--- config.mk ---
export PLATFORM = sky130hd
export DESIGN_NAME = bhd_adj_store
export DESIGN_NICKNAME = d
export VERILOG_FILES = /design/src/sv/bhd_adj_store.sv
export SDC_FILE = /design/constraint.sdc
export NUM_CORES = 2
export LEC_CHECK = 0
export BUFFER_PORTS_ARGS = -buffer_cell sky130_fd_sc_hd__buf_2
export CAP_MARGIN = 20
export CORE_MARGIN = 2
export CORE_UTILIZATION = 50
export CTS_BUF_LIST = sky130_fd_sc_hd__clkbuf_4 sky130_fd_sc_hd__clkbuf_8
export DETAILED_ROUTE_END_ITERATION = 10
export PLACE_DENSITY_LB_ADDON = 0.15
export SLEW_MARGIN = 15
export SYNTH_ARGS = -nofsm -noshare
export SYNTH_HDL_FRONTEND = slang
export SYNTH_SLANG_ARGS = --single-unit
--- constraint.sdc ---
create_clock -name clk -period 7.3 [get_ports clk]
set_input_delay 0 -clock clk [delete_from_list [all_inputs] [get_ports clk]]
set_output_delay 0 -clock clk [all_outputs]
set_load 0.02 [all_outputs]
--- src/sv/bhd_adj_store.sv ---
`default_nettype none

// Adjacency row memory with per-row valid bits; an invalid row reads as zero
module bhd_adj_store #(
  parameter int N  = 64,
  parameter int AW = 6
) (
  input  wire  logic          clk,
  input  wire  logic          rst,
  input  wire  logic [AW-1:0] rd_addr,
  output logic [N-1:0]        rd_row,
  input  wire  logic          we,
  input  wire  logic [AW-1:0] waddr,
  input  wire  logic [N-1:0]  wrow
);

  logic [N-1:0] mem [N];
  logic [N-1:0] row_valid;
  logic [N-1:0] rd_q;
  logic         rd_valid_q;

  // Row storage, registered read
  always_ff @(posedge clk) begin
    if (we) begin
      mem[waddr] <= wrow;
    end
    rd_q <= mem[rd_addr];
  end

  // Valid bits; sampled with the read so a same-cycle write is not seen
  always_ff @(posedge clk) begin
    if (rst) begin
      row_valid  <= '0;
      rd_valid_q <= 1'b0;
    end else begin
      if (we) begin
        row_valid[waddr] <= 1'b1;
      end
      rd_valid_q <= row_valid[rd_addr];
    end
  end

  assign rd_row = rd_valid_q ? rd_q : '0;

endmodule

`default_nettype wire

# Yosys cells after proc, flatten, opt, wreduce, memory -nomap -nowiden

Memories as Yosys holds them, arrays and structs flattened. A register that Yosys moved wholly into a read port is not among the register bits.
Cells that the tools add are included.

Bitwise operators: 1
Reduce and logical (&&, ||, !) cells: 1
$lt $le $gt $ge: 3
Mux-type cells: 7

Operators with widths:

| kind                                                                                 | count |
|---|---|
| 64-bit 2-to-1 mux                                                                    | 1 |
| 64-bit OR                                                                            | 1 |
| 6-bit by 7-bit less-than comparator with 1-bit output (second input constant)        | 2 |
| 1-bit binary-select mux with 6-bit select                                            | 1 |
| 1-bit demux with 6-bit select                                                        | 1 |
| 6-bit by 1-bit greater-or-equal comparator with 1-bit output (second input constant) | 1 |
| 1-bit 2-to-1 mux                                                                     | 4 |
| 1-bit logical AND                                                                    | 1 |

Memories: 1
Output and inout port bits: 64
Register bits: 65
Memory bits (writable): 4096
Input bits: 79

Memory list:

| name | words | bits a word | rd ports | clocked after memory_dff | wr ports | line | RTL |
|---|---|---|---|---|---|---|---|
| mem  | 64    | 64          | 1        | 1                        | 1        | 17   | `logic [N-1:0] mem [N];` |

# Logic depth before layout (Yosys ltp)

Depth after elaboration: 5
Gate-level depth with buffers: 11

# Worst setup path after synthesis

Ideal clock, no wire load.

Path kind: input to register
Start: input port we
End: memory mem[40][0], enable pin
Stages: 3
Setup slack: 1.856 ns
Arrival time: 4.877 ns
Cells stage by stage: nor2b_1 nand3_1 nor3_1

Cells in the longest elaborated chain, start to end: 2

Ends and longest elaborated chain:

| element                                | line | RTL |
|---|---|---|
| start: declaration                     | 12   | `input wire logic we,` |
| 1-bit 2-to-1 mux                       | 24   | `if (we) begin` |
| 1-bit 2-to-1 mux (implied by the code) | 25   | `mem[waddr] <= wrow;` |
| end: declaration                       | 17   |  |

Every way passes these cells.

==> out/results.txt <==
Post-synth top flop: edfxtp_1
global-route total usage across every layer: 27.4%
Max Cap Viol: 0
Crit-path slowest cell: buf_4
TritonCTS clock tree: yes
clock sink count: 4225
crit-path cells: dlygate4sd3_1 -> buf_8 -> buf_4 -> nand2b_1 -> or2_4 -> buf_4 -> o221ai_1 -> o22ai_1 -> dlygate4sd3_1 -> nor2_1 -> dlygate4sd3_1
Hold EP: mem[54][12]
Crit Path Max Fanout: 39
IO Count: 143
dpl ws: 3.51 ns
Max transition margin: 18.4%
Clock Latency Late Sink: 1.24 ns
Cell Pwr Density: 272 mW/mm2
final cell count without fillers: 12500
Core ar.: 0.318 mm2
RR Endpoint: rd_q[61]
post-route minimum period: 3.70 ns
global placement routability congestion: 0.793
total CTS buffers: 675
dpl hpwl: 231000 um
routed vias/inst: 6.37
CP Launch Point: rd_addr[2]
die height: 569 um
PostCTS Resize Cnt: 0
Slew Limit Fails: 0
worst slew pin tran: 1.22 ns
Seq/Total Area, Yosys: 78.6%
post-synth net total: 7062
placed insts: 11100
post-layout net count: 7848
Worst Hold Class: input port to flip-flop
crit end category: flip-flop
global-route wire length before repair: 620000 um
P_leak: 57.9 nW
root buf cell: clkbuf_8
initial drt markers: 9992
Worst R2R Start: mem[31][61]
Die W: 569 um
Initial Util: 50.3%
Rows: 207
Die Area: 0.324 mm2
Hold Startpoint: wrow[12]
number of global-route vias before repair: 80700
CP Class: input port to flip-flop
largest net degree at the start of global routing: 109
Synth Instances: 6983
count of different cell masters after synthesis: 42
status: finished clean
Initial DRT Pass Iterations: 6
Top cell by count, worst path: dlygate4sd3_1
layout cells sized above 1: 31.8%
Setup violations, final: 0
Post-Syn Area: 0.160 mm2
Startpoint Class: input port
setup TNS: 0 ns
IO buf count: 142
Post-synth EDFFs: 4096
clk_skew: 0.0602 ns
DRC Markers: 0
Hold Crit Depth: 2
final period utilization: 50.6%
fmax: 0.270 GHz
CP arrival: 4.83 ns
Final ANT Viol Nets: 0
WL final: 444000 um
Synth Warn #: 0
routed via count: 79500
clk buf depth: 4
reg2reg path depth: 6
DR WL/cell: 35.6 um
IR drop worst, VDD: 0.208 mV
postcts setup bufs: 0
Total Power: 49.3 mW
Final Hold Vio Count: 0
syn_area_per_cell: 22.9 um2
clk slew on worst S/H paths: 0.06 ns
fraction of registers with async set/reset: 0%
Reg2Reg Setup Slack: 4.49 ns
H-tree depth: 6
antenna violations before repair: 33
crit-path max cell delay: 0.85 ns
post-synthesis sequential element count: 4225
unrepaired setup endpoints after global routing: no
final worst slack: 3.60 ns
gr ovfl total: 0
synthesis-to-finish area growth: 13.7%
Finished Core Util: 57.1%
CP Data Required Time: 8.43 ns
## repair_timing
item | in CTS | in global routing
endpoints found under the setup margin | 0 | 0
hold buffers | 119 | 20
endpoints found under the hold margin | 4992 | 780
## flip-flops by register name (all words and copies together) (netlist names)
signal,flops
mem,4096
rd_q,64
rd_valid_q,1
row_valid,64
## worst max-delay path: cells and delay by family
kind	cells	cell delay, ns
buffers and inverters	6	3.46
AOI/OAI and AO/OA	2	0.43
and+or+nand+nor	3	0.85
## layer usage
| layer | share of wire, % | vias to the layer above | global-route usage, % |
|---|---|---|---|
| met5 | 0.020 | - | 0 |
| met4 | 2.7 | 12 | 7.23 |
| met3 | 8.9 | 738 | 4.82 |
| met2 | 49 | 3997 | 44.1 |
| met1 | 40 | 43400 | 39.0 |
| li1 | - | 31400 | - |
## kinds of logic after synthesis
logic type | count (synthesis) | share of synthesized area (%)
AND/OR/NAND/NOR | 534 | 1.55
AO/OA/AOI/OAI | 407 | 1.91
flip-flops | 4225 | 78.6
multiplexers | 1423 | 16.7
buffers and inverters | 394 | 1.22
## synthesized netlist by cell type (2+ instances only)
library cell  instances  share of area [%]
edfxtp_1           4096                 77
mux4_2              981                 14
mux2i_1             331                2.1
nor2_1              318               0.75
clkbuf_1            155               0.36
o22ai_1             140               0.55
buf_2               129               0.40
dfxtp_1             129                1.6
mux2_2              111               0.78
o221ai_1             70               0.38
and2_1               66               0.26
nor3_1               52               0.16
a221oi_1             50               0.27
buf_1                47               0.11
buf_4                44               0.21
a21oi_1              34               0.11
o21ai_0              34               0.11
a221o_1              30               0.19
o221a_1              30               0.21
nor4_1               24              0.094
buf_6                18               0.13
nand2b_1             17              0.067
nand2_1              13              0.031
or2_2                12              0.047
a31oi_1              11              0.043
nand3_1               7              0.022
nor2b_1               7              0.027
o21ba_2               4              0.025
nand3b_1              3              0.014
or3_1                 3              0.012
or3b_2                3              0.016
and4b_1               2              0.013
nand4_1               2             0.0078
nand4bb_1             2              0.014
## cell usage in the layout (no fill, tap or decap), drive strengths merged, types with 70 or more instances in the layout
cell,n
mux2i,331
edfxtp,4096
o22ai,140
buf,370
clkbuf,978
mux4,981
dlygate4sd3,132
clkinv,178
o221ai,70
nor2,318
mux2,111
dfxtp,129
## stage by stage
stage,hold slack [ns],cell area [um2]
floorplan,0.0989,160000
global placement,0.443,166000
detailed placement,0.456,166000
CTS,0.00336,181000
global route,0.0948,182000
finish,0.0885,182000
## power breakdown
part	internal (mW)	switching, mW
Clock	10.6	9.45
Combinational	0.906	1.43
Sequential	26.8	0.108
## worst max path at each step
stage	cells after the start	slack, ns	to
after floorplan	3	1.86	mem[40][0]
after global placement	7	3.54	rd_q[35]
after detailed placement	7	3.51	rd_q[35]
after CTS	3	3.75	rd_row[36]
after global routing	11	3.63	rd_q[61]
final	11	3.60	rd_q[61]
## area by class of cell
class	instances	area [um2]
Clock inverter	228	1540
Timing Repair Buffer	502	4630
Tap cell	4180	5230
Antenna cell	15	37.5
Multi-Input combinational cell	2364	32700
Inverter	1	3.75
Fill cell	23200	136000
Clock buffer	978	11800
Sequential cell	4225	126000
Power figures use the tool's default switching activity.
