### src/sv/bhd_first_one.sv
`default_nettype none

// Lowest set bit of a vector: one-hot mask and its index
module bhd_first_one #(
  parameter int N  = 64,
  parameter int AW = 6
) (
  input  wire  logic [N-1:0]  vec,
  output logic               found,
  output logic [N-1:0]       onehot,
  output logic [AW-1:0]      idx
);

  // Two's complement trick isolates the lowest one
  assign onehot = vec & (~vec + N'(1));
  assign found  = |vec;

  // Encode the one-hot mask
  always_comb begin
    idx = '0;
    for (int i = 0; i < N; i++) begin
      if (onehot[i]) begin
        idx = idx | AW'(i);
      end
    end
  end

endmodule

`default_nettype wire

### config.mk
export PLATFORM = sky130hd
export DESIGN_NAME = bhd_first_one
export DESIGN_NICKNAME = d
export VERILOG_FILES = /design/src/sv/bhd_first_one.sv
export SDC_FILE = /design/constraint.sdc
export NUM_CORES = 1
export LEC_CHECK = 0
export BUFFER_PORTS_ARGS = -buffer_cell sky130_fd_sc_hd__buf_4
export CORE_UTILIZATION = 42
export DETAILED_ROUTE_END_ITERATION = 7
export GPL_ROUTABILITY_DRIVEN = 0
export GPL_TIMING_DRIVEN = 0
export PLACE_DENSITY = 0.85
export SLEW_MARGIN = 5
export SYNTH_ARGS = -nofsm -noshare
export SYNTH_HDL_FRONTEND = slang
export SYNTH_SLANG_ARGS = --single-unit
export TNS_END_PERCENT = 20
### constraint.sdc
create_clock -name vclk -period 3.15
set_input_delay 0.1575 -clock vclk [all_inputs]
set_output_delay 0.1575 -clock vclk [all_outputs]
set_load 0.03 [all_outputs]
# Yosys cells after proc, flatten, opt, wreduce, memory -nomap -nowiden
# Cells that the tools add are included.
# word_totals
out_inout_bits	71
inputBits	64
word_cells	67
register_bits	0
# classes
n_reduce_logical	1
bitwise	2
n_mux	63
addsub	1
# op_table
op	count
2-to-1 mux 6 bit	32
2-to-1 mux 5 bit	16
adder 64 x 1 -> 64 bit, second input constant	1
bitwise AND 64 bit	1
NOT 64 bit	1
OR reduction 64 bit	1
2-to-1 mux 4 bit	8
2-to-1 mux 3 bit	4
2-to-1 mux 2 bit	2
2-to-1 mux 1 bit	1

# Logic depth before layout (Yosys ltp)
# Gate-level depths: netlist of the first run.
# logic_depth
depth_word	66
ltp_mapped	9

# Worst setup path after synthesis of the first run
# OpenSTA, ideal clock, no wires.
# synth_timing
path_kind	input to output
start	in vec[3]
end	out idx[3]
arrival_time_ns	3.110
n_path_buf	1
t_required_ns	2.992
path_stages	8
setup_slack_ns	-0.117
path_cell_list	or4_4 buf_6 nor4_4 nand3_2 nor4_1 nor4_1 and4b_1 nand4_1
# synth_via
elab_cells_between_ends	59
classes_between	add/sub: 1; mux: 56; bitwise: 2
# synth_lines
item	line_no	source
start, declared	8	input wire logic [N-1:0] vec,
NOT 64 bit	15	assign onehot = vec & (~vec + N'(1));
adder 64 x 1 -> 64 bit	15	
bitwise AND 64 bit	15	
via onehot[56]	10	output logic [N-1:0] onehot,
2-to-1 mux 6 bit (8 in series)	22	if (onehot[i]) begin
end, declared	11	output logic [AW-1:0] idx
# The timed path passes the listed nets, and every way through them passes these cells.

# Worst setup path in the final report of the first run
# layout_timing
start	in vec[3]
end	out idx[5]
# layout_via
elab_chain_len	35
# layout_rtl
item	line_no
NOT 64 bit *	15
adder 64 x 1 -> 64 bit *	15
bitwise AND 64 bit *	15
2-to-1 mux 6 bit (31 in series)	22
2-to-1 mux 6 bit *	22
# Every way passes the cells marked *; elsewhere a longest branch is shown, timed or not.

==> PnR_summary.wiki, run 1 <==
{| class="wikitable"
! Metric !! Value
|-
| Count of placed standard cells including taps || 471
|-
| Total number of sequential cells || 0
|-
| Overflow left after global routing || 0
|-
| Row count || 22
|-
| Portion of netlist area occupied by mux cells || 0
|-
| Highest attainable clock frequency || 335 MHz
|-
| Count of final hold-check violations || 0
|-
| Worst hold margin || 0.637 ns
|-
| Initial Util || 0.455
|-
| Class of the worst hold path || in -> out
|-
| Summed instance area of the synthesized netlist || 0.00173 mm²
|-
| Worst path setup slack after routing || 0.163 ns
|-
| Power density normalized to cell area || 63.2 mW/mm²
|-
| Peak supply drop || 73.1 µV
|-
| Summed area of non-filler cells in the final layout || 0.00281 mm²
|-
| Antenna violation net count after detailed routing || 0
|-
| Wire length of the first global-routing pass || 12000 µm
|-
| Critical Path Source || vec[3]
|-
| Number of antenna violations at the first check in global routing || 0
|-
| Critical Path Sink || idx[5]
|-
| Wire length after detailed routing || 7850 µm
|-
| Count of distinct cell types in the synthesized netlist || 49
|-
| Status || complete, no violations
|-
| TNS Setup || 0 ns
|-
| Compound-gate portion of the synthesized area || 0.130
|-
| Non-Filler Instances || 471
|-
| Largest net degree at the start of global routing || 11
|-
| Post-layout total power || 178 µW
|-
| Clk_buf instances || 0
|-
| HPWL Detailed || 6740 µm
|-
| Sequential area share after synthesis || 0
|-
| Static leakage power || 1.37 nW
|-
| X dimension of the die || 66.1 µm
|-
| Share of the clock period used by the worst path after layout || 0.948
|-
| Classification of the worst setup path || in -> out
|-
| Tot GR Track Use || 0.348
|-
| Share of layout cells above drive strength 1 || 0.376
|-
| Crit end category || primary output
|-
| Setup repair after global routing missed its margin || false
|-
| Most used standard cell by instance count after synthesis || nor2_1
|-
| Post-DR wirelength/cell || 16.7 µm
|-
| Die Footprint || 0.00437 mm²
|-
| Arithmetic-cell share of the synthesized area counting full adders, half adders and majority gates || 0
|-
| Count of buffers added by post-CTS timing repair for setup || 0
|-
| Post-Synthesis Cells || 289
|-
| Yosys top cell by area || nor2_1
|-
| Diode count || 0
|-
| # IOs || 135
|-
| Largest cells by area after synthesis || nor2_1 (9.1%), nor3_1 (9.0%), and3_1 (7.6%), nor4_1 (6.9%), nand3_1 (6.4%)
|-
| Count of input and output buffers || 134
|-
| Max Fanout on Critical Path || 8
|-
| Max-slew violation count || 0
|-
| Average size of a mapped cell || 5.97 µm²
|-
| Floorplan core area || 0.00380 mm²
|-
| # nets final || 489
|-
| Final worst path period need || 2.99 ns
|-
| Critical Path Source Type || input pin
|-
| Number of hold buffers added after CTS || 0
|-
| Synth Warn # || 0
|-
| Largest family of logic cells by synthesized area || simple AND/OR/NAND/NOR gates
|-
| Via count normalized by instance count || 6.37
|-
| Area share of and/or/nand/nor cells after synthesis || 0.804
|-
| Share of the core filled with cells || 0.740
|-
| Post-synthesis xor/xnor area fraction || 0
|-
| Post-cts resize count || 0
|-
| Cell area after placement || 0.00281 mm²
|-
| Layout overhead on the synthesized area || 62.8%
|-
| Tightest slew margin relative to the limit || 0.481
|-
| Vias in the first global route || 2551
|-
| Required @ worst endpoint || 2.99 ns
|-
| Vias || 2998
|-
| Leading post-synthesis cells by instance count || nor2_1 (42), nor3_1 (31), nand3_1 (22)
|-
| DR iter-0 viols || 394
|-
| Actual transition at the worst max-transition pin || 0.772 ns
|-
| Die Y-Extent || 66.1 µm
|-
| Count of TritonRoute iterations in the first routing pass || 5
|-
| Launch instance of the worst min-delay path || vec[1]
|-
| Share of the synthesized area in the top cell type || 0.0913
|-
| MaxCap Viol Count || 0
|-
| Remaining routing DRC violations || 0
|-
| Final setup violating endpoints || 0
|-
| Sequential cell area || 0 µm²
|-
| Placement-stage worst setup slack || 0.113 ns
|-
| Worst endpoint data arrival time || 2.83 ns
|-
| Nets in the synthesized netlist || 353
|}
==> critical path, cell delays in order <==
cell and delay [ns]:
buf_4 0.12, or4_4 0.52, buf_6 0.15, nor4_4 0.49
nand3_2 0.27, or4_1 0.63, nand3_1 0.13, nor4_1 0.07
nand4_1 0.11, buf_4 0.17
==> worst min-delay path by stage <==
stage,cells past startpoint,endpoint,slack [ns]
after global placement,3,onehot[2],0.63
after global routing,3,onehot[2],0.65
after CTS,3,onehot[2],0.64
after detailed placement,3,onehot[2],0.64
after floorplan,1,onehot[2],0.43
final,3,onehot[2],0.64
==> layer usage <==
layer	part of all wire	vias to the layer above	GRT usage
li1	-	1393	-
met1	0.40	1356	0.484
met2	0.45	224	0.559
met3	0.12	25	0.0276
met4	0.026	0	0.114
met5	0	-	0
==> report_power, final <==
part | switching [mW] | internal (mW)
Combinational | 0.0941 | 0.0836
Clock | 0 | 0
Sequential | 0 | 0
Total | 0.0941 | 0.0836
==> cells by family (layout without fill, tap and decap cells) <==
group,count (synthesis),in the layout
buf+inv,26,160
compound gates,33,33
simple gates,230,230
==> final cells by class <==
| cell class | instances | area [µm²] |
|---|---|---|
| repair buffers | 134 | 1010 |
| multi-input cells | 263 | 1630 |
| plain buffers | 6 | 38.8 |
| well taps | 48 | 60.1 |
| fillers | 345 | 987 |
| inverters | 20 | 75.1 |
==> cells in the final DEF, fill, tap and decap left out, drive strengths merged, types with 3 or more instances in the layout <==
cell type and count:
a21o 3, a21oi 8, and2 6, and3 21
and3b 3, buf 138, inv 20, nand2 19
nand3 25, nand4 14, nand4b 5, nor2 42
nor2b 5, nor3 34, nor3b 9, nor4 25
nor4b 6, o21ai 7, or3 5, or4 3
No activity file was read; power rests on OpenSTA's default activity.
==> run 2: changes to the inputs <==
- RECOVER_POWER: not set -> 50
- SLEW_MARGIN: 5 -> 25
==> run 2 against run 1 <==
First-iteration DRC count is 3.8% higher. Wire length is 1.5% higher. Fmax is 0.19% higher. Worst setup slack better by 0.0056 ns. Core utilization is 2.7 points lower. Global-route usage stayed put. Die area stayed put. Final area is 3.6% lower. Largest cell class unchanged. Via count is 0.40% lower. Combinational power hardly changed.
==> PnR_summary.wiki, run 2 (same netlist as run 1, synthesis figures left out) <==
{| class="wikitable"
! Metric !! Value
|-
| Max Fanout on Critical Path || 8 (unchanged)
|-
| Tightest slew margin relative to the limit || 0.472 (was 0.481)
|-
| Launch instance of the worst min-delay path || vec[63] (was vec[1])
|-
| List of cells traversed by the critical path || buf_4 -> or4_4 -> buf_6 -> nor4_4 -> nand3_2 -> or4_1 -> nand3_1 -> nor4_1 -> nand4_1 -> buf_4 (unchanged)
|-
| Most frequent standard cell in the layout excluding fill and tap cells || buf_4 (unchanged)
|-
| Via count normalized by instance count || 6.34 (was 6.37)
|-
| Classification of the worst setup path || in -> out (unchanged)
|-
| Floorplan core area || 0.00380 mm² (unchanged)
|-
| MaxCap Viol Count || 0 (unchanged)
|-
| Overflow left after global routing || 0 (unchanged)
|-
| Remaining routing DRC violations || 0 (unchanged)
|-
| Sequential cell area || 0 µm² (unchanged)
|-
| Class of the worst hold path || in -> out (unchanged)
|-
| Tot GR Track Use || 0.348 (unchanged)
|-
| Static leakage power || 1.25 nW (was 1.37 nW)
|-
| Total number of sequential cells || 0 (unchanged)
|-
| Count of input and output buffers || 134 (unchanged)
|-
| Largest net degree at the start of global routing || 11 (unchanged)
|-
| Worst-path cell with the longest stage delay || or4_1 (unchanged)
|-
| Final setup violating endpoints || 0 (unchanged)
|-
| Vias || 2986 (was 2998)
|-
| Count of final hold-check violations || 0 (unchanged)
|-
| Share of layout cells above drive strength 1 || 0.312 (was 0.376)
|-
| Worst path setup slack after routing || 0.169 ns (was 0.163 ns)
|-
| Max-slew violation count || 0 (unchanged)
|-
| Die Y-Extent || 66.1 µm (unchanged)
|-
| Non-Filler Instances || 471 (unchanged)
|-
| Post-layout total power || 176 µW (was 178 µW)
|-
| Wire length of the first global-routing pass || 12000 µm (unchanged)
|-
| Antenna violation net count after detailed routing || 0 (unchanged)
|-
| Final worst path period need || 2.98 ns (was 2.99 ns)
|-
| Worst endpoint data arrival time || 2.82 ns (was 2.83 ns)
|-
| Count of TritonRoute iterations in the first routing pass || 5 (unchanged)
|-
| Post-DR wirelength/cell || 16.9 µm (was 16.7 µm)
|-
| Final-layout fill cell count || 378 (was 345)
|-
| Clk_buf instances || 0 (unchanged)
|-
| Share of the clock period used by the worst path after layout || 0.946 (was 0.948)
|-
| Placement-stage worst setup slack || 0.113 ns (unchanged)
|-
| Highest attainable clock frequency || 335 MHz (about the same)
|-
| Commonest non-fill, non-tap cells in the layout || buf_4 (109), nor2_1 (42), nor3_1 (31) (was buf_4 (136), nor2_1 (42), nor3_1 (31))
|-
| Count of placed standard cells including taps || 471 (unchanged)
|-
| Required @ worst endpoint || 2.99 ns (about the same)
|-
| Vias in the first global route || 2551 (unchanged)
|-
| HPWL Detailed || 6740 µm (unchanged)
|-
| Most common cell on crit path || buf_4 (unchanged)
|-
| Peak supply drop || 67.1 µV (was 73.1 µV)
|-
| Wire length after detailed routing || 7970 µm (was 7850 µm)
|-
| # IOs || 135 (unchanged)
|-
| Kind of cell adding the most delay to the critical path || simple AND/OR/NAND/NOR gates (unchanged)
|-
| Number of antenna violations at the first check in global routing || 0 (unchanged)
|-
| Critical Path Source Type || input pin (unchanged)
|-
| Critical Path Source || vec[3] (unchanged)
|-
| Actual transition at the worst max-transition pin || 0.786 ns (was 0.772 ns)
|-
| X dimension of the die || 66.1 µm (unchanged)
|-
| Setup repair after global routing missed its margin || false (unchanged)
|-
| Power density normalized to cell area || 65.0 mW/mm² (was 63.2 mW/mm²)
|-
| Delay of the slowest cell on the worst path || 0.62 ns (was 0.63 ns)
|-
| Die Footprint || 0.00437 mm² (unchanged)
|-
| DR iter-0 viols || 409 (was 394)
|-
| Status || complete, no violations (unchanged)
|-
| Initial Util || 0.455 (unchanged)
|-
| Diode count || 0 (unchanged)
|-
| # nets final || 489 (unchanged)
|-
| Layout overhead on the synthesized area || 57.0% (was 62.8%)
|-
| Crit end category || primary output (unchanged)
|-
| Row count || 22 (unchanged)
|-
| Total buffers and inverters traversed by the critical path || 3 (unchanged)
|}
-- run 2: cell types whose count changed in the layout (fill, tap and decap cells not counted), sizes merged --
cell / before / now
clkbuf: 2 / 29
buf: 138 / 111
-- run 2: worst paths after layout --
path | endpoint | cells past startpoint
hold / removal | found | 3
setup / recovery | idx[5] | 10
-- run 2: where the power goes --
group / switching, mW / total, mW / internal, mW
clock: 0 / 0 / 0
combinational: 0.0946 / 0.176 / 0.0816
sequential: 0 / 0 / 0
-- run 2: per-layer routing --
metal	vias up	wire length, µm	share of wire	global-route usage
met5	-	0	0	0
met4	0	197	0.025	0.114
met3	21	854	0.11	0.0276
met2	222	3570	0.45	0.559
met1	1351	3350	0.42	0.484
li1	1392	-	-	-
-- run 2: tightest hold or removal path, stage by stage --
cell	delay, ns
buf_4	0.09
or3b_1	0.10
buf_4	0.15
-- run 2: layout make-up --
| type | count | area, µm² | area share |
|---|---|---|---|
| multi-input combinational | 263 | 1630 | 0.602 |
| timing repair buffer | 134 | 905 | 0.334 |
| inverter | 20 | 75.1 | 0.0277 |
| tap | 48 | 60.1 | 0.0222 |
| buffer | 6 | 38.8 | 0.0143 |
-- run 2: through the flow --
step | hold slack, ns | setup TNS (ns) | area (µm²) | util
final | 0.664 | 0 | 2710 | 0.713
after global placement | 0.629 | 0 | 2810 | 0.740
after detailed placement | 0.637 | 0 | 2810 | 0.740
after CTS | 0.639 | 0 | 2810 | 0.740
after floorplan | 0.429 | -0.00532 | 1750 | -
after global routing | 0.674 | 0 | 2710 | 0.713
-- run 2: what timing repair did --
item / CTS / global route
setup endpoints to repair: 0 / 2
resized for setup: 0 / 0
hold buffers: 0 / 0
setup buffers: 0 / 0
